<file path="src/rtl/hba_pkg.sv">
// Shared types and constants of the heap block allocator.
// Used by the block table, the adder unit, the top level, the checker and the testbench.
`default_nettype none

package hba_pkg;

   // Heap geometry
   localparam logic [16:0] HEAP_BYTES   = 17'd65536;
   localparam logic [16:0] HEADER_BYTES = 17'd20;
   localparam logic [16:0] LIMIT_RESET  = 17'd65536;

   // Request codes
   localparam logic [2:0] RQ_ALLOC     = 3'd0;
   localparam logic [2:0] RQ_FREE      = 3'd1;
   localparam logic [2:0] RQ_FIND_ADDR = 3'd2;
   localparam logic [2:0] RQ_FIND_SIZE = 3'd3;
   localparam logic [2:0] RQ_SPLIT     = 3'd4;

   // Status codes
   localparam logic [2:0] ST_OK         = 3'd0;
   localparam logic [2:0] ST_BAD_SIZE   = 3'd1;
   localparam logic [2:0] ST_NO_SPACE   = 3'd2;
   localparam logic [2:0] ST_NOT_FOUND  = 3'd3;
   localparam logic [2:0] ST_TOO_SMALL  = 3'd4;
   localparam logic [2:0] ST_TABLE_FULL = 3'd5;

   // One block table entry
   typedef struct packed {
      logic [15:0] start;
      logic [16:0] req_size;
      logic [16:0] aligned_size;
      logic        is_free;
   } entry_type;

   typedef enum logic [0:0] {
      ALU_ADD,
      ALU_SUB
   } alu_op_type;

   typedef enum logic [4:0] {
      S_IDLE,
      S_ALLOC,
      S_SCAN_RD,
      S_SCAN_CHK,
      S_PRED_RD,
      S_PRED_CHK,
      S_MRG_AL,
      S_MRG_REQ,
      S_SUCC_DEC,
      S_SUCC_CHK,
      S_COMPACT,
      S_MOVE_RD,
      S_MOVE_WR,
      S_SPLIT_REQ,
      S_SPLIT_ST,
      S_SPLIT_WR1,
      S_DONE
   } state_type;

   // Round up to a multiple of four and add the header
   function automatic logic [16:0] padded_bytes(input logic [15:0] n);
      logic [16:0] rounded;
      rounded = ({1'b0, n} + 17'd3) & ~17'd3;
      return rounded + HEADER_BYTES;
   endfunction

endpackage

`default_nettype wire

</file>
<file path="src/rtl/hba_channels.sv">
// Valid/ready channel interfaces for requests and responses.
// Depends on nothing but plain logic types.
`default_nettype none

interface hba_req_if;
   logic        valid;
   logic        ready;
   logic [2:0]  req_type;
   logic [15:0] address;
   logic [15:0] size;

   modport source (output valid, req_type, address, size, input ready);
   modport sink   (input valid, req_type, address, size, output ready);
endinterface

interface hba_rsp_if;
   logic        valid;
   logic        ready;
   logic [2:0]  status;
   logic [15:0] block_address;
   logic [16:0] block_req_size;
   logic [16:0] block_aligned_size;
   logic        block_is_free;
   logic [16:0] heap_top_out;

   modport source (output valid, status, block_address, block_req_size,
                   block_aligned_size, block_is_free, heap_top_out, input ready);
   modport sink   (input valid, status, block_address, block_req_size,
                   block_aligned_size, block_is_free, heap_top_out, output ready);
endinterface

`default_nettype wire

</file>
<file path="src/rtl/hba_table.sv">
// Block table memory: one write port, one read port with registered data.
// Depends on hba_pkg for the entry type.
`default_nettype none

module hba_table
   import hba_pkg::*;
#(
   parameter int DEPTH = 16,
   parameter int IW    = 4
) (
   input  wire logic          clock,
   input  wire logic          wr_en,
   input  wire logic [IW-1:0] wr_addr,
   input  wire entry_type     wr_data,
   input  wire logic [IW-1:0] rd_addr,
   output entry_type          rd_data
);

   entry_type mem [DEPTH];

   // Write and registered read
   always_ff @(posedge clock) begin
      if (wr_en) begin
         mem[wr_addr] <= wr_data;
      end
      rd_data <= mem[rd_addr];
   end

endmodule

`default_nettype wire

</file>
<file path="src/rtl/hba_alu.sv">
// Shared 17-bit add/subtract unit with borrow out, driven by the sequencer.
// Depends on hba_pkg for the operation type.
`default_nettype none

module hba_alu
   import hba_pkg::*;
(
   input  wire alu_op_type  op,
   input  wire logic [16:0] a,
   input  wire logic [16:0] b,
   output logic [17:0]      res
);

   // Bit 17 is carry for add and borrow for subtract
   always_comb begin
      case (op)
         ALU_ADD: res = {1'b0, a} + {1'b0, b};
         ALU_SUB: res = {1'b0, a} - {1'b0, b};
         default: res = '0;
      endcase
   end

endmodule

`default_nettype wire

</file>
<file path="src/rtl/heap_block_allocator.sv">
// Alloc: the request passes through the alloc and done states; the done state waits until the
// output register is free and loads the response. Other requests scan the table with a read
// and a check state per entry (table read port), then free and split move each shifted entry
// with a read and a write state, plus the merge steps. One request at a time; a new request is taken while
// the previous response still waits on the output register.
// Reset clears the entry count, heap top and response valid and sets the limit to 65536;
// table contents are not cleared, entries beyond the count are never read.
`default_nettype none

module heap_block_allocator
   import hba_pkg::*;
#(
   parameter int MAX_BLOCKS = 16
) (
   input  wire logic        clock,
   input  wire logic        reset,
   hba_req_if.sink          req_chan,
   hba_rsp_if.source        rsp_chan,
   input  wire logic        csr_wr_en,
   input  wire logic [16:0] csr_wr_data
);

   localparam int IW = (MAX_BLOCKS > 1) ? $clog2(MAX_BLOCKS) : 1;
   localparam int CW = $clog2(MAX_BLOCKS + 1);
   localparam int XW = CW + 1;
   localparam logic [CW-1:0] MAX_COUNT = CW'(MAX_BLOCKS);

   state_type state_ff, state_in;

   logic [2:0]    rq_type_ff, rq_type_in;
   logic [15:0]   rq_addr_ff, rq_addr_in;
   logic [15:0]   rq_size_ff, rq_size_in;
   logic [16:0]   bsize_ff, bsize_in;
   logic [IW-1:0] idx_ff, idx_in;
   logic [IW-1:0] hit_ff, hit_in;
   logic [IW-1:0] pos_ff, pos_in;
   logic [1:0]    ndrop_ff, ndrop_in;
   logic          succ_ff, succ_in;
   logic          mv_up_ff, mv_up_in;
   entry_type     cur_ff, cur_in;
   entry_type     oth_ff, oth_in;
   logic [CW-1:0] count_ff, count_in;
   logic [16:0]   top_ff, top_in;
   logic [16:0]   limit_ff, limit_in;
   logic [2:0]    res_status_ff, res_status_in;
   entry_type     res_entry_ff, res_entry_in;
   logic          rsp_valid_ff, rsp_valid_in;
   logic [2:0]    rsp_status_ff, rsp_status_in;
   entry_type     rsp_entry_ff, rsp_entry_in;
   logic [16:0]   rsp_top_ff, rsp_top_in;

   logic          tb_we;
   logic [IW-1:0] tb_waddr;
   entry_type     tb_wdata;
   logic [IW-1:0] tb_raddr;
   entry_type     tb_rdata;

   alu_op_type    alu_op;
   logic [16:0]   alu_a;
   logic [16:0]   alu_b;
   logic [17:0]   alu_res;

   logic          req_fire;
   logic          rsp_free;
   logic [16:0]   limit_eff;
   logic          match_w;
   logic          more_scan;
   logic          hit_last;
   logic          table_full;
   logic          no_space;
   logic          too_small;
   logic [XW-1:0] compact_src;
   logic          compact_more;
   logic          more_up;
   logic          more_dn;

   hba_table #(.DEPTH(MAX_BLOCKS), .IW(IW)) u_table (
      .clock   (clock),
      .wr_en   (tb_we),
      .wr_addr (tb_waddr),
      .wr_data (tb_wdata),
      .rd_addr (tb_raddr),
      .rd_data (tb_rdata)
   );

   hba_alu u_alu (
      .op  (alu_op),
      .a   (alu_a),
      .b   (alu_b),
      .res (alu_res)
   );

   // Handshake and conditions
   assign req_chan.ready = (state_ff == S_IDLE);
   assign req_fire       = req_chan.valid & req_chan.ready;
   assign rsp_free       = !rsp_valid_ff || rsp_chan.ready;
   assign limit_eff      = (limit_ff < HEAP_BYTES) ? limit_ff : HEAP_BYTES;

   assign match_w    = (rq_type_ff == RQ_FIND_SIZE) ?
                       (tb_rdata.req_size == {1'b0, rq_size_ff}) :
                       (tb_rdata.start == rq_addr_ff);
   assign more_scan  = (XW'(idx_ff) + XW'(1)) < XW'(count_ff);
   assign hit_last   = !((XW'(hit_ff) + XW'(1)) < XW'(count_ff));
   assign table_full = (count_ff >= MAX_COUNT);
   assign no_space   = alu_res > {1'b0, limit_eff};
   assign too_small  = alu_res[17] || (alu_res[16:0] == 17'd0);
   assign compact_src  = XW'(pos_ff) + XW'(1) + XW'(ndrop_ff);
   assign compact_more = compact_src < XW'(count_ff);
   assign more_up    = XW'(idx_ff) > (XW'(hit_ff) + XW'(1));
   assign more_dn    = (XW'(idx_ff) + XW'(1)) < XW'(count_ff);

   // Response port
   assign rsp_chan.valid              = rsp_valid_ff;
   assign rsp_chan.status             = rsp_status_ff;
   assign rsp_chan.block_address      = rsp_entry_ff.start;
   assign rsp_chan.block_req_size     = rsp_entry_ff.req_size;
   assign rsp_chan.block_aligned_size = rsp_entry_ff.aligned_size;
   assign rsp_chan.block_is_free      = rsp_entry_ff.is_free;
   assign rsp_chan.heap_top_out       = rsp_top_ff;

   // Next state
   always_comb begin
      state_in = state_ff;
      case (state_ff)
         S_IDLE: begin
            if (req_fire) begin
               case (req_chan.req_type)
                  RQ_ALLOC: state_in = S_ALLOC;
                  RQ_FREE, RQ_FIND_ADDR, RQ_FIND_SIZE, RQ_SPLIT: begin
                     state_in = (count_ff == '0) ? S_DONE : S_SCAN_RD;
                  end
                  default: state_in = S_DONE;
               endcase
            end
         end
         S_ALLOC:   state_in = S_DONE;
         S_SCAN_RD: state_in = S_SCAN_CHK;
         S_SCAN_CHK: begin
            if (match_w) begin
               case (rq_type_ff)
                  RQ_FREE: state_in = (idx_ff != '0) ? S_PRED_RD : S_SUCC_DEC;
                  RQ_SPLIT: begin
                     if (too_small || table_full) begin
                        state_in = S_DONE;
                     end else if (more_scan) begin
                        state_in = S_MOVE_RD;
                     end else begin
                        state_in = S_SPLIT_REQ;
                     end
                  end
                  default: state_in = S_DONE;
               endcase
            end else begin
               state_in = more_scan ? S_SCAN_RD : S_DONE;
            end
         end
         S_PRED_RD:  state_in = S_PRED_CHK;
         S_PRED_CHK: state_in = tb_rdata.is_free ? S_MRG_AL : S_SUCC_DEC;
         S_MRG_AL:   state_in = S_MRG_REQ;
         S_MRG_REQ:  state_in = succ_ff ? S_COMPACT : S_SUCC_DEC;
         S_SUCC_DEC: state_in = hit_last ? S_DONE : S_SUCC_CHK;
         S_SUCC_CHK: state_in = tb_rdata.is_free ? S_MRG_AL : S_COMPACT;
         S_COMPACT: begin
            state_in = (ndrop_ff != 2'd0 && compact_more) ? S_MOVE_RD : S_DONE;
         end
         S_MOVE_RD: state_in = S_MOVE_WR;
         S_MOVE_WR: begin
            if (mv_up_ff) begin
               state_in = more_up ? S_MOVE_RD : S_SPLIT_REQ;
            end else begin
               state_in = more_dn ? S_MOVE_RD : S_DONE;
            end
         end
         S_SPLIT_REQ: state_in = S_SPLIT_ST;
         S_SPLIT_ST:  state_in = S_SPLIT_WR1;
         S_SPLIT_WR1: state_in = S_DONE;
         S_DONE:      state_in = rsp_free ? S_IDLE : S_DONE;
         default:     state_in = S_IDLE;
      endcase
   end

   // Datapath, table and adder control
   always_comb begin
      rq_type_in    = rq_type_ff;
      rq_addr_in    = rq_addr_ff;
      rq_size_in    = rq_size_ff;
      bsize_in      = bsize_ff;
      idx_in        = idx_ff;
      hit_in        = hit_ff;
      pos_in        = pos_ff;
      ndrop_in      = ndrop_ff;
      succ_in       = succ_ff;
      mv_up_in      = mv_up_ff;
      cur_in        = cur_ff;
      oth_in        = oth_ff;
      count_in      = count_ff;
      top_in        = top_ff;
      limit_in      = csr_wr_en ? csr_wr_data : limit_ff;
      res_status_in = res_status_ff;
      res_entry_in  = res_entry_ff;
      rsp_valid_in  = rsp_valid_ff && !rsp_chan.ready;
      rsp_status_in = rsp_status_ff;
      rsp_entry_in  = rsp_entry_ff;
      rsp_top_in    = rsp_top_ff;
      tb_we         = 1'b0;
      tb_waddr      = pos_ff;
      tb_wdata      = cur_ff;
      tb_raddr      = idx_ff;
      alu_op        = ALU_ADD;
      alu_a         = cur_ff.aligned_size;
      alu_b         = oth_ff.aligned_size;

      case (state_ff)
         S_IDLE: begin
            if (req_fire) begin
               rq_type_in    = req_chan.req_type;
               rq_addr_in    = req_chan.address;
               rq_size_in    = req_chan.size;
               bsize_in      = padded_bytes(req_chan.size);
               idx_in        = '0;
               ndrop_in      = 2'd0;
               succ_in       = 1'b0;
               res_status_in = ST_NOT_FOUND;
               res_entry_in  = '0;
            end
         end
         S_ALLOC: begin
            alu_a = top_ff;
            alu_b = bsize_ff;
            if (rq_size_ff == 16'd0) begin
               res_status_in = ST_BAD_SIZE;
            end else if (table_full) begin
               res_status_in = ST_TABLE_FULL;
            end else if (no_space) begin
               res_status_in = ST_NO_SPACE;
            end else begin
               tb_we         = 1'b1;
               tb_waddr      = count_ff[IW-1:0];
               tb_wdata      = '{start: top_ff[15:0], req_size: {1'b0, rq_size_ff},
                                 aligned_size: bsize_ff, is_free: 1'b0};
               count_in      = count_ff + CW'(1);
               top_in        = alu_res[16:0];
               res_status_in = ST_OK;
               res_entry_in  = tb_wdata;
            end
         end
         S_SCAN_RD: tb_raddr = idx_ff;
         S_SCAN_CHK: begin
            alu_op = ALU_SUB;
            alu_a  = tb_rdata.aligned_size;
            alu_b  = bsize_ff;
            if (match_w) begin
               hit_in = idx_ff;
               pos_in = idx_ff;
               cur_in = tb_rdata;
               case (rq_type_ff)
                  RQ_FREE: cur_in.is_free = 1'b1;
                  RQ_SPLIT: begin
                     if (too_small) begin
                        res_status_in = ST_TOO_SMALL;
                     end else if (table_full) begin
                        res_status_in = ST_TABLE_FULL;
                     end else begin
                        cur_in.aligned_size = alu_res[16:0];
                        idx_in              = IW'(count_ff - CW'(1));
                        mv_up_in            = 1'b1;
                     end
                  end
                  default: begin
                     res_status_in = ST_OK;
                     res_entry_in  = tb_rdata;
                  end
               endcase
            end else if (more_scan) begin
               idx_in = idx_ff + IW'(1);
            end
         end
         S_PRED_RD: tb_raddr = hit_ff - IW'(1);
         S_PRED_CHK: begin
            if (tb_rdata.is_free) begin
               oth_in   = cur_ff;
               cur_in   = tb_rdata;
               pos_in   = hit_ff - IW'(1);
               ndrop_in = 2'd1;
            end
         end
         S_MRG_AL: begin
            cur_in.aligned_size = alu_res[16:0];
         end
         S_MRG_REQ: begin
            alu_a          = cur_ff.req_size;
            alu_b          = oth_ff.req_size;
            cur_in.req_size = alu_res[16:0];
            cur_in.is_free  = 1'b1;
         end
         S_SUCC_DEC: begin
            tb_raddr = hit_ff + IW'(1);
            if (hit_last) begin
               count_in      = CW'(pos_ff);
               top_in        = {1'b0, cur_ff.start};
               res_status_in = ST_OK;
               res_entry_in  = cur_ff;
            end
         end
         S_SUCC_CHK: begin
            if (tb_rdata.is_free) begin
               oth_in   = tb_rdata;
               ndrop_in = ndrop_ff + 2'd1;
               succ_in  = 1'b1;
            end
         end
         S_COMPACT: begin
            tb_we         = 1'b1;
            tb_waddr      = pos_ff;
            tb_wdata      = cur_ff;
            res_status_in = ST_OK;
            res_entry_in  = cur_ff;
            mv_up_in      = 1'b0;
            if (ndrop_ff != 2'd0) begin
               if (compact_more) begin
                  idx_in = compact_src[IW-1:0];
               end else begin
                  count_in = count_ff - CW'(ndrop_ff);
               end
            end
         end
         S_MOVE_RD: tb_raddr = idx_ff;
         S_MOVE_WR: begin
            tb_we    = 1'b1;
            tb_wdata = tb_rdata;
            if (mv_up_ff) begin
               tb_waddr = idx_ff + IW'(1);
               if (more_up) begin
                  idx_in = idx_ff - IW'(1);
               end
            end else begin
               tb_waddr = idx_ff - IW'(ndrop_ff);
               if (more_dn) begin
                  idx_in = idx_ff + IW'(1);
               end else begin
                  count_in = count_ff - CW'(ndrop_ff);
               end
            end
         end
         S_SPLIT_REQ: begin
            alu_op          = ALU_SUB;
            alu_a           = cur_ff.req_size;
            alu_b           = {1'b0, rq_size_ff};
            cur_in.req_size = alu_res[17] ? 17'd0 : alu_res[16:0];
         end
         S_SPLIT_ST: begin
            alu_a    = {1'b0, cur_ff.start};
            alu_b    = cur_ff.aligned_size;
            tb_we    = 1'b1;
            tb_waddr = hit_ff;
            tb_wdata = cur_ff;
            oth_in   = '{start: alu_res[15:0], req_size: {1'b0, rq_size_ff},
                         aligned_size: bsize_ff, is_free: 1'b1};
         end
         S_SPLIT_WR1: begin
            tb_we         = 1'b1;
            tb_waddr      = hit_ff + IW'(1);
            tb_wdata      = oth_ff;
            count_in      = count_ff + CW'(1);
            res_status_in = ST_OK;
            res_entry_in  = oth_ff;
         end
         S_DONE: begin
            if (rsp_free) begin
               rsp_valid_in  = 1'b1;
               rsp_status_in = res_status_ff;
               rsp_entry_in  = res_entry_ff;
               rsp_top_in    = top_ff;
            end
         end
         default: ;
      endcase
   end

   // Control registers
   always_ff @(posedge clock) begin
      if (reset) begin
         state_ff     <= S_IDLE;
         count_ff     <= '0;
         top_ff       <= '0;
         limit_ff     <= LIMIT_RESET;
         rsp_valid_ff <= 1'b0;
      end else begin
         state_ff     <= state_in;
         count_ff     <= count_in;
         top_ff       <= top_in;
         limit_ff     <= limit_in;
         rsp_valid_ff <= rsp_valid_in;
      end
   end

   // Payload registers
   always_ff @(posedge clock) begin
      rq_type_ff    <= rq_type_in;
      rq_addr_ff    <= rq_addr_in;
      rq_size_ff    <= rq_size_in;
      bsize_ff      <= bsize_in;
      idx_ff        <= idx_in;
      hit_ff        <= hit_in;
      pos_ff        <= pos_in;
      ndrop_ff      <= ndrop_in;
      succ_ff       <= succ_in;
      mv_up_ff      <= mv_up_in;
      cur_ff        <= cur_in;
      oth_ff        <= oth_in;
      res_status_ff <= res_status_in;
      res_entry_ff  <= res_entry_in;
      rsp_status_ff <= rsp_status_in;
      rsp_entry_ff  <= rsp_entry_in;
      rsp_top_ff    <= rsp_top_in;
   end

`ifndef SYNTH
   a_count_bound: assert property (@(posedge clock) disable iff (reset)
      count_ff <= MAX_COUNT)
      else $error("entry count beyond table depth");

   a_empty_top: assert property (@(posedge clock) disable iff (reset)
      (count_ff == '0) |-> (top_ff == 17'd0))
      else $error("empty table with non-zero heap top");

   a_top_bound: assert property (@(posedge clock) disable iff (reset)
      top_ff <= HEAP_BYTES)
      else $error("heap top beyond heap size");

   a_rsp_from_done: assert property (@(posedge clock) disable iff (reset)
      $rose(rsp_valid_ff) |-> $past(state_ff == S_DONE))
      else $error("response raised outside the done step");
`endif

endmodule

`default_nettype wire

</file>
<file path="src/flat_wrapper.sv">
// flat-port wrapper written by rule: the top's interface ports become plain ports
module heap_block_allocator_flat import hba_pkg::*;
#(
   parameter int MAX_BLOCKS = 16
)
  (clock, reset, csr_wr_en, csr_wr_data, req_chan_valid, req_chan_req_type, req_chan_address, req_chan_size, req_chan_ready, rsp_chan_valid, rsp_chan_status, rsp_chan_block_address, rsp_chan_block_req_size, rsp_chan_block_aligned_size, rsp_chan_block_is_free, rsp_chan_heap_top_out, rsp_chan_ready);
  hba_req_if req_chan_i ();
  hba_rsp_if rsp_chan_i ();
  input  wire logic clock;
  input  wire logic reset;
  input  wire logic csr_wr_en;
  input  wire logic [16:0] csr_wr_data;
  input wire logic [$bits(req_chan_i.valid)-1:0] req_chan_valid;
  input wire logic [$bits(req_chan_i.req_type)-1:0] req_chan_req_type;
  input wire logic [$bits(req_chan_i.address)-1:0] req_chan_address;
  input wire logic [$bits(req_chan_i.size)-1:0] req_chan_size;
  output wire logic [$bits(req_chan_i.ready)-1:0] req_chan_ready;
  output wire logic [$bits(rsp_chan_i.valid)-1:0] rsp_chan_valid;
  output wire logic [$bits(rsp_chan_i.status)-1:0] rsp_chan_status;
  output wire logic [$bits(rsp_chan_i.block_address)-1:0] rsp_chan_block_address;
  output wire logic [$bits(rsp_chan_i.block_req_size)-1:0] rsp_chan_block_req_size;
  output wire logic [$bits(rsp_chan_i.block_aligned_size)-1:0] rsp_chan_block_aligned_size;
  output wire logic [$bits(rsp_chan_i.block_is_free)-1:0] rsp_chan_block_is_free;
  output wire logic [$bits(rsp_chan_i.heap_top_out)-1:0] rsp_chan_heap_top_out;
  input wire logic [$bits(rsp_chan_i.ready)-1:0] rsp_chan_ready;
  assign req_chan_i.valid = req_chan_valid;
  assign req_chan_i.req_type = req_chan_req_type;
  assign req_chan_i.address = req_chan_address;
  assign req_chan_i.size = req_chan_size;
  assign req_chan_ready = req_chan_i.ready;
  assign rsp_chan_valid = rsp_chan_i.valid;
  assign rsp_chan_status = rsp_chan_i.status;
  assign rsp_chan_block_address = rsp_chan_i.block_address;
  assign rsp_chan_block_req_size = rsp_chan_i.block_req_size;
  assign rsp_chan_block_aligned_size = rsp_chan_i.block_aligned_size;
  assign rsp_chan_block_is_free = rsp_chan_i.block_is_free;
  assign rsp_chan_heap_top_out = rsp_chan_i.heap_top_out;
  assign rsp_chan_i.ready = rsp_chan_ready;
  heap_block_allocator #(.MAX_BLOCKS(MAX_BLOCKS)) u_core (.clock(clock), .reset(reset), .req_chan(req_chan_i), .rsp_chan(rsp_chan_i), .csr_wr_en(csr_wr_en), .csr_wr_data(csr_wr_data));
endmodule
</file>
<file path="config.mk">
export PLATFORM = sky130hd
export DESIGN_NAME = heap_block_allocator_flat
export DESIGN_NICKNAME = d
export VERILOG_FILES = /design/src/rtl/hba_pkg.sv /design/src/rtl/hba_channels.sv /design/src/rtl/hba_table.sv /design/src/rtl/hba_alu.sv /design/src/rtl/heap_block_allocator.sv /design/src/flat_wrapper.sv
export SDC_FILE = /design/constraint.sdc
export NUM_CORES = 2
export LEC_CHECK = 0
export ABC_AREA = 1
export BUFFER_PORTS_ARGS = -buffer_cell sky130_fd_sc_hd__clkbuf_2
export CAP_MARGIN = 25
export CORE_MARGIN = 2
export CORE_UTILIZATION = 35
export DETAILED_ROUTE_END_ITERATION = 6
export PLACE_DENSITY = 0.46
export SLEW_MARGIN = 10
export SYNTH_ARGS = -nofsm -noshare
export SYNTH_HDL_FRONTEND = slang
export SYNTH_SLANG_ARGS = --single-unit
</file>
<file path="constraint.sdc">
create_clock -name clock -period 11.3 [get_ports clock]
set_clock_uncertainty 0.05 [all_clocks]
set_input_delay 0.565 -clock clock [delete_from_list [all_inputs] [get_ports clock]]
set_output_delay 0.565 -clock clock [all_outputs]
set_load 0.02 [all_outputs]
</file>
==> Word level (Yosys, flattened, before mapping) <==
Memories as Yosys holds them, arrays and structs flattened. A register that Yosys moved wholly into a read port is not among the register bits.
Cells that the tools add are included.
{ "word_totals": {"memories": 1, "register_bits": 340, "out_inout_bits": 73, "input_bits": 57, "ram_bits": 816, "wordCells": 274} }
{ "mem_list": {"columns": ["memory", "depth", "width", "read_ports", "rd_ports_with_merged_regs", "write_ports", "line", "rtl"], "rows": [
  ["u_core.u_table.mem", 16, 51, 1, 1, 1, "hba_table.sv:19", "entry_type mem [DEPTH];"]
]} }
{ "op_classes": {"add_sub_neg": 17, "n_mux": 114, "reduce_logical": 51, "n_eq_ne": 48, "bitwise": 2, "order_cmp": 7} }
{ "ops": {"columns": ["operator", "n"], "rows": [
  ["$mux 51", 13],
  ["$pmux 51 s3", 2],
  ["$pmux 51 s6", 1],
  ["$pmux 17 s4", 3],
  ["$mux 17", 9],
  ["$mux 5", 18],
  ["$pmux 5 s16", 1],
  ["$mux 4", 19],
  ["$pmux 17 s3", 1],
  ["$eq 5x4->1 const B", 8],
  ["$pmux 18 s2", 1],
  ["$pmux 17 s2", 1],
  ["$pmux 16 s2", 1],
  ["$pmux 4 s4", 2],
  ["$ne 2x2->1 const B", 15],
  ["$mux 3", 9],
  ["$pmux 5 s5", 1],
  ["$eq 5x3->1 const B", 4],
  ["$pmux 5 s2", 2],
  ["$add 17x17->18", 1],
  ["$gt 18x17->1", 1],
  ["$reduce_and 3->1", 6],
  ["$sub 17x17->18", 1],
  ["$add 16x2->17 const B", 1],
  ["55 further kinds", 118]
]} }

==> Depth between registers and ports, before layout <==
{ "logic_depth": {"depth_word": 12, "mapped_depth": 43, "ltp_nobuf": 42} }

==> Hierarchy <==
From an unflattened synthesis, not the netlist that was laid out.
{ "hier_totals": {"cells_unflattened": 5949, "hier_area_um2": 56640.6} }
{ "by_module_without_submodules": {"columns": ["module", "area_per_inst_um2", "seq_area_each_um2", "n_inst", "cells_per_inst"], "rows": [
  ["hba_table", 35785.6, 25524.5, 1, 3361],
  ["heap_block_allocator", 19457.4, 9699.3, 1, 2318],
  ["hba_alu", 1397.6, 0.0, 1, 270]
]} }

==> Least setup slack after synthesis <==
Ideal clock, no wire load.
{ "synth_path": {"path_kind": "reg2reg", "start": "register u_core.state_ff[2]", "end": "register u_core.res_entry_ff[0] in the netlist's numbering, enable pin", "setup_ns": 0.523, "setup_slack_ns": 2.764, "arrival_time_ns": 7.963, "synth_period_minus_slack_ns": 8.536, "stages_incl_launch_ff": 36, "n_path_buf": 3, "required_ns": 10.727, "cell_sequence": "dfxtp_1 nor2_1 nand3_1 clkbuf_1 inv_1 buf_2 buf_1 nand2_1 nand4_1 o21ai_0 ha_1 inv_1 fa_1 nand2_1 nand2_1 o21ai_0 inv_1 a21oi_1 xor2_1 inv_1 ha_1 nand2_1 nor2_1 o211ai_1 nand4_1 nand4_1 nand2_1 nand2_1 nand2_1 nand2_1 nand2_1 nand2_1 nand2_1 nand3_2 nand3_1 nor3_1"} }
{ "synth_between": {"elab_chain_cells": 8, "word_cells_on_any_way": 30, "cone_classes": "2 x add/sub; 1 x order compare; 15 x eq/ne; 4 x mux; 2 x bitwise; 6 x reduce/logical"} }
{ "synth_lines": {"columns": ["element", "line", "rtl"], "rows": [
  ["start: declaration", "heap_block_allocator.sv:28", "state_type state_ff, state_in;"],
  ["start signal: assignment", "heap_block_allocator.sv:389", "state_ff <= state_in;"],
  ["$eq 5x3->1, or another cell as far along", "heap_block_allocator.sv:213", "case (state_ff)"],
  ["$reduce_or 2->1 (no line)", null, null],
  ["$pmux 17 s4 or $mux 1 (tied branches)", "heap_block_allocator.sv:213", null],
  ["$sub 17x17->18, or another cell as far along", "hba_alu.sv:18", "ALU_SUB: res = {1'b0, a} - {1'b0, b};"],
  ["$pmux 18 s2", "hba_alu.sv:16", "case (op)"],
  ["$gt 18x17->1", "heap_block_allocator.sv:105", "assign no_space = alu_res > {1'b0, limit_eff};"],
  ["$ne 2x2->1 (no line)", null, null],
  ["$reduce_and 8->1 (no line) (*)", null, null],
  ["end signal: assignment", "heap_block_allocator.sv:412", "res_entry_ff <= res_entry_in;"],
  ["end: declaration", "heap_block_allocator.sv:46", "entry_type res_entry_ff, res_entry_in;"]
]} }
Mark *: on every way between the ends. The rest lies on a longest branch, timed or not.
A chain may end at the register's enable or synchronous reset.

==> Worst setup path after layout <==
{ "layout_path": {"start": "register u_core.state_ff[1]", "end": "memory u_core.u_table.mem[3][31] in the netlist's numbering, enable pin"} }
{ "layout_between": {"elab_chain_cells": 12, "word_cells_on_any_way": 30, "cone_classes": "2 x add/sub; 1 x order compare; 8 x eq/ne; 14 x mux; 1 x bitwise; 4 x reduce/logical"} }
{ "layout_lines": {"columns": ["element", "line", "rtl"], "rows": [
  ["$eq 5x3->1, or another cell as far along", "heap_block_allocator.sv:213", null],
  ["$reduce_or 2->1 (no line)", null, null],
  ["$pmux 17 s4 or $mux 1 (tied branches)", "heap_block_allocator.sv:213", null],
  ["$sub 17x17->18, or another cell as far along", "hba_alu.sv:18", null],
  ["$pmux 18 s2", "hba_alu.sv:16", null],
  ["$gt 18x17->1", "heap_block_allocator.sv:105", null],
  ["$mux 1", "heap_block_allocator.sv:234", "end else if (no_space) begin"],
  ["$mux 1", "heap_block_allocator.sv:232", "end else if (table_full) begin"],
  ["$mux 1", "heap_block_allocator.sv:230", "if (rq_size_ff == 16'd0) begin"],
  ["$pmux 1 s2", "heap_block_allocator.sv:213", null],
  ["$mux 1", "hba_table.sv:23", "if (wr_en) begin"],
  ["$mux 1 (implied by the code)", "hba_table.sv:24", "mem[wr_addr] <= wr_data;"],
  ["end: declaration", "hba_table.sv:19", null]
]} }
Several ways; a longest one is shown, not always the timed one.

==> impl_results.md <==
- Grt ovf: 0
- Htree depth: 4
- DIE AREA: ~150000 um^2
- Worst-skew pair later-pin latency: around 0.78 ns
- DRC viols: 0
- # IOs: 130
- Final Setup Violations: 0
- RePlAce Congestion: 1.03
- CP Launch Type: flip-flop
- Outcome: complete, no violations
- Worst Hold Depth: 4
- Initial antenna violation count: 10
- Number of DRC markers in iteration 0: approximately 4.4k
- Post-Synthesis Cell Area: between 50000 and 60000 um^2
- Core Box Area: ~150000 um^2
- Largest area contributor in the netlist: edfxtp_1
- Sinks on Clock Net: approximately 1.2k
- Worst path bufs/invs: 5
- Top sig layer: met5
- WP data arrival: roughly 9.7 ns
- Top post-synthesis cells by area: edfxtp_1 63%, o21ai_0 5.3%, nand2_1 4.6%, nor2_1 4.5%, dfxtp_1 3.6%
- Via-per-instance ratio: between 5 and 6
- ANT nets after route: 0
- First-pass GRT wire length: 277 mm
- Synth-to-Final Area Change: 16.3%
- Total Neg Setup Slack: 0 ns
- Routed wl met3: 14.4 mm
- Netlist cell types: 50
- Seq cells post-synth: about 1.2k
- Post-CTS Setup Bufs: 0
- Post-synthesis async set-or-reset flop share: 0%
- Hold endpoint: u_core.rsp_chan.valid$_SDFF_PP0_
- Register area: around 35000 um^2
- IO buf count: between 100 and 150
- Pre-CTS setup slack: 2.18 ns
- Finished Cell Area: roughly 62000 um^2
- Number of max-cap violations: 0
- Peak VDD IR: roughly 0.15 mV
- Final period util: 81.9%
- Syn Inst Count: about 4.7k
- Area used by multi-input combinational logic: between 15000 and 20000 um^2
- Die Y: approximately 400 um
- Wl on met1: between 80 and 90 mm
- Critical path peak fanout: 24
- Crit path time final: between 9 and 10 ns
- Final HPWL DP: between 100 and 150 mm
- P per Cell Area: about 190 nW/um^2
- Sequential-to-total area share from yosys stat: around two thirds
- Critical setup path kind: flip-flop to flip-flop
- Worst setup margin: between 2 and 2.5 ns
- Most common cell in the netlist: edfxtp_1
- Slowest-stage cell, CP: dfxtp_1
- RSZ-0062 raised after global routing: no
- Hold WC Path Type: input pin to flip-flop
- Worst R2R Path Depth: 40
- Rel. slew slack: about a quarter
- Synth warnings: 0
- Total CTS buffers: ~140
- Post-Layout Cell Count: 6972
- Crit Reg-Reg Endpoint: u_core.u_table.mem[3][31]$_DFFE_PP_
- Fillers: 14.3k
- Hold_ws: 0.159 ns
- CP Capture Type: flip-flop
- DR pass1 iterations: 6
- Critical Path Max Stage Delay: between 0.9 and 1 ns
- Layout cells sized above 1: 10.9%
- Worst-path clk slew: ~0.060 ns
- Vias in the first global route: 37.3k
- Post-synth top cells: 1109 x edfxtp_1, 647 x nand2_1, 629 x nor2_1, 559 x o21ai_0, 291 x inv_1
- Slew @ Worst Pin: approximately 1.1 ns
- CTS tree: yes
- WL met2: roughly 85 mm
- Avg Cell Area, Syn: roughly 11 um^2
- Post-synth EDFFs: 1109
- Largest net degree at the start of global routing: 190
- Hold_sp: rsp_chan_ready
- Final Hold Fails: 0
- Nets: between 4k and 5k
- Placed cells: 6664
- Most used cell, CP: nand2_1
- Overall global routing resource usage: around 25%
- Drt wl/cell: 27.9 um
- Critical path data required time: around 12 ns
- Routed via count: between 30k and 40k
- Bufs on Longest Clock Path: 3
- Max Slew Vio Count: 0
- Die width: 393 um
- Placed Area: 56400 um^2
- Synth top area share: 62.9%
- RR Startpoint: u_core.state_ff[1]$_SDFFE_PP0N_
- Most used DFF post-synth: edfxtp_1
- Cell family with most CP delay: simple AND/OR/NAND/NOR gates
- Max Fclk: around 110 MHz
- Post-synth net total: about 4.8k
- Initial Util: between 30% and 40%
- Drt total wl: 194 mm
- Leak: around 22 nW
- Worst R2R Setup Slack: around 2.0 ns
- Root buffer cell: clkbuf_16
- Row Count: between 100 and 150
per-stage QoR:
step	utilization, %	total power, W
2_1_floorplan	-	0.00632
3_3_place_gp	37.5	0.00709
3_5_place_dp	37.6	0.00708
4_1_cts	41.0	0.0117
5_1_grt	41.0	0.0120
6_report	41.1	0.0116
timing repair:
item / 4_1_cts / 5_1_grt
hold endpoints to repair: 52 / 0
resized for setup: 0 / 0
hold buffers: 52 / 0
cell type report:
| cell class | instances | share of cell area, % |
|---|---|---|
| clock inverters | 75 | 1.19 |
| well taps | 2016 | 4.10 |
| clock buffers | 173 | 6.22 |
| flip-flops and latches | 1205 | 57.2 |
| diodes | 4 | 0.0163 |
| inverters | 306 | 1.89 |
| repair buffers | 301 | 3.81 |
| multi-input cells | 2892 | 25.6 |
power by group:
part | switching, W | internal [W] | leakage [nW]
Clock | 0.00186 | 0.00270 | 2.25
Combinational | 0.00130 | 0.000456 | 8.40
Sequential | 0.000190 | 0.00509 | 10.9
Total | 0.00335 | 0.00824 | 21.5
worst min-delay path, cell delays in order:
cell      delay [ns]
clkbuf_2        0.08
nor2_1          0.07
inv_1           0.12
a21oi_1         0.08
cells in the final DEF, fill, tap and decap left out, drive strengths merged, types with 23 or more instances in the layout:
| master | n |
|---|---|
| xnor2 | 24 |
| o22ai | 149 |
| dfxtp | 96 |
| nor2 | 634 |
| a21oi | 116 |
| nand2 | 654 |
| nor3 | 23 |
| clkinv | 61 |
| nand3 | 100 |
| buf | 120 |
| ha | 69 |
| o211ai | 133 |
| edfxtp | 1109 |
| inv | 304 |
| o2111ai | 92 |
| clkbuf | 302 |
| o221ai | 153 |
| dlygate4sd3 | 52 |
| o21ai | 575 |
| nand4 | 42 |
| xor2 | 47 |
registers in the layout (all words and copies together), names as in the netlist, 17 cells and up:
| signal | flops |
|---|---|
| u_core.res_entry_ff | 51 |
| u_core.u_table.rd_data | 51 |
| u_core.limit_ff | 17 |
| u_core.u_table.mem | 816 |
| u_core.top_ff | 17 |
| u_core.cur_ff | 51 |
| u_core.rsp_chan.block_aligned_size | 17 |
| u_core.oth_ff | 51 |
| u_core.rsp_chan.heap_top_out | 17 |
| u_core.rsp_chan.block_req_size | 17 |
cell families (layout without fill, tap and decap cells):
| family | count (synthesis) | count (layout) | synth area share, % |
|---|---|---|---|
| flops | 1205 | 1205 | 66.6 |
| compound gates | 1264 | 1264 | 14.9 |
| simple gates | 1483 | 1483 | 11.3 |
| fa+ha+maj | 74 | 74 | 1.80 |
| other cells | 0 | 4 | 0 |
| buf+inv | 580 | 855 | 4.25 |
| xor+xnor | 71 | 71 | 1.17 |
how the worst max path moves through the flow:
stage                                     endpoint  cells after the start                            start
2_1_floorplan     u_core.res_entry_ff[0]$_DFFE_PP_                     35  u_core.state_ff[2]$_SDFFE_PP0N_
3_3_place_gp   u_core.u_table.mem[3][33]$_DFFE_PP_                     40  u_core.state_ff[1]$_SDFFE_PP0N_
3_5_place_dp   u_core.u_table.mem[3][21]$_DFFE_PP_                     40  u_core.state_ff[1]$_SDFFE_PP0N_
4_1_cts        u_core.u_table.mem[3][10]$_DFFE_PP_                     40  u_core.state_ff[1]$_SDFFE_PP0N_
5_1_grt        u_core.u_table.mem[3][31]$_DFFE_PP_                     40  u_core.state_ff[1]$_SDFFE_PP0N_
6_report       u_core.u_table.mem[3][31]$_DFFE_PP_                     40  u_core.state_ff[1]$_SDFFE_PP0N_
layer usage:
metal | track usage [%] | vias to the layer above
met2 | 37.1 | 1752
met5 | 0 | -
met4 | 10.8 | 6
met3 | 4.46 | 367
li1 | - | 17500
met1 | 35.4 | 19500
No activity file was read; power rests on OpenSTA's default activity.
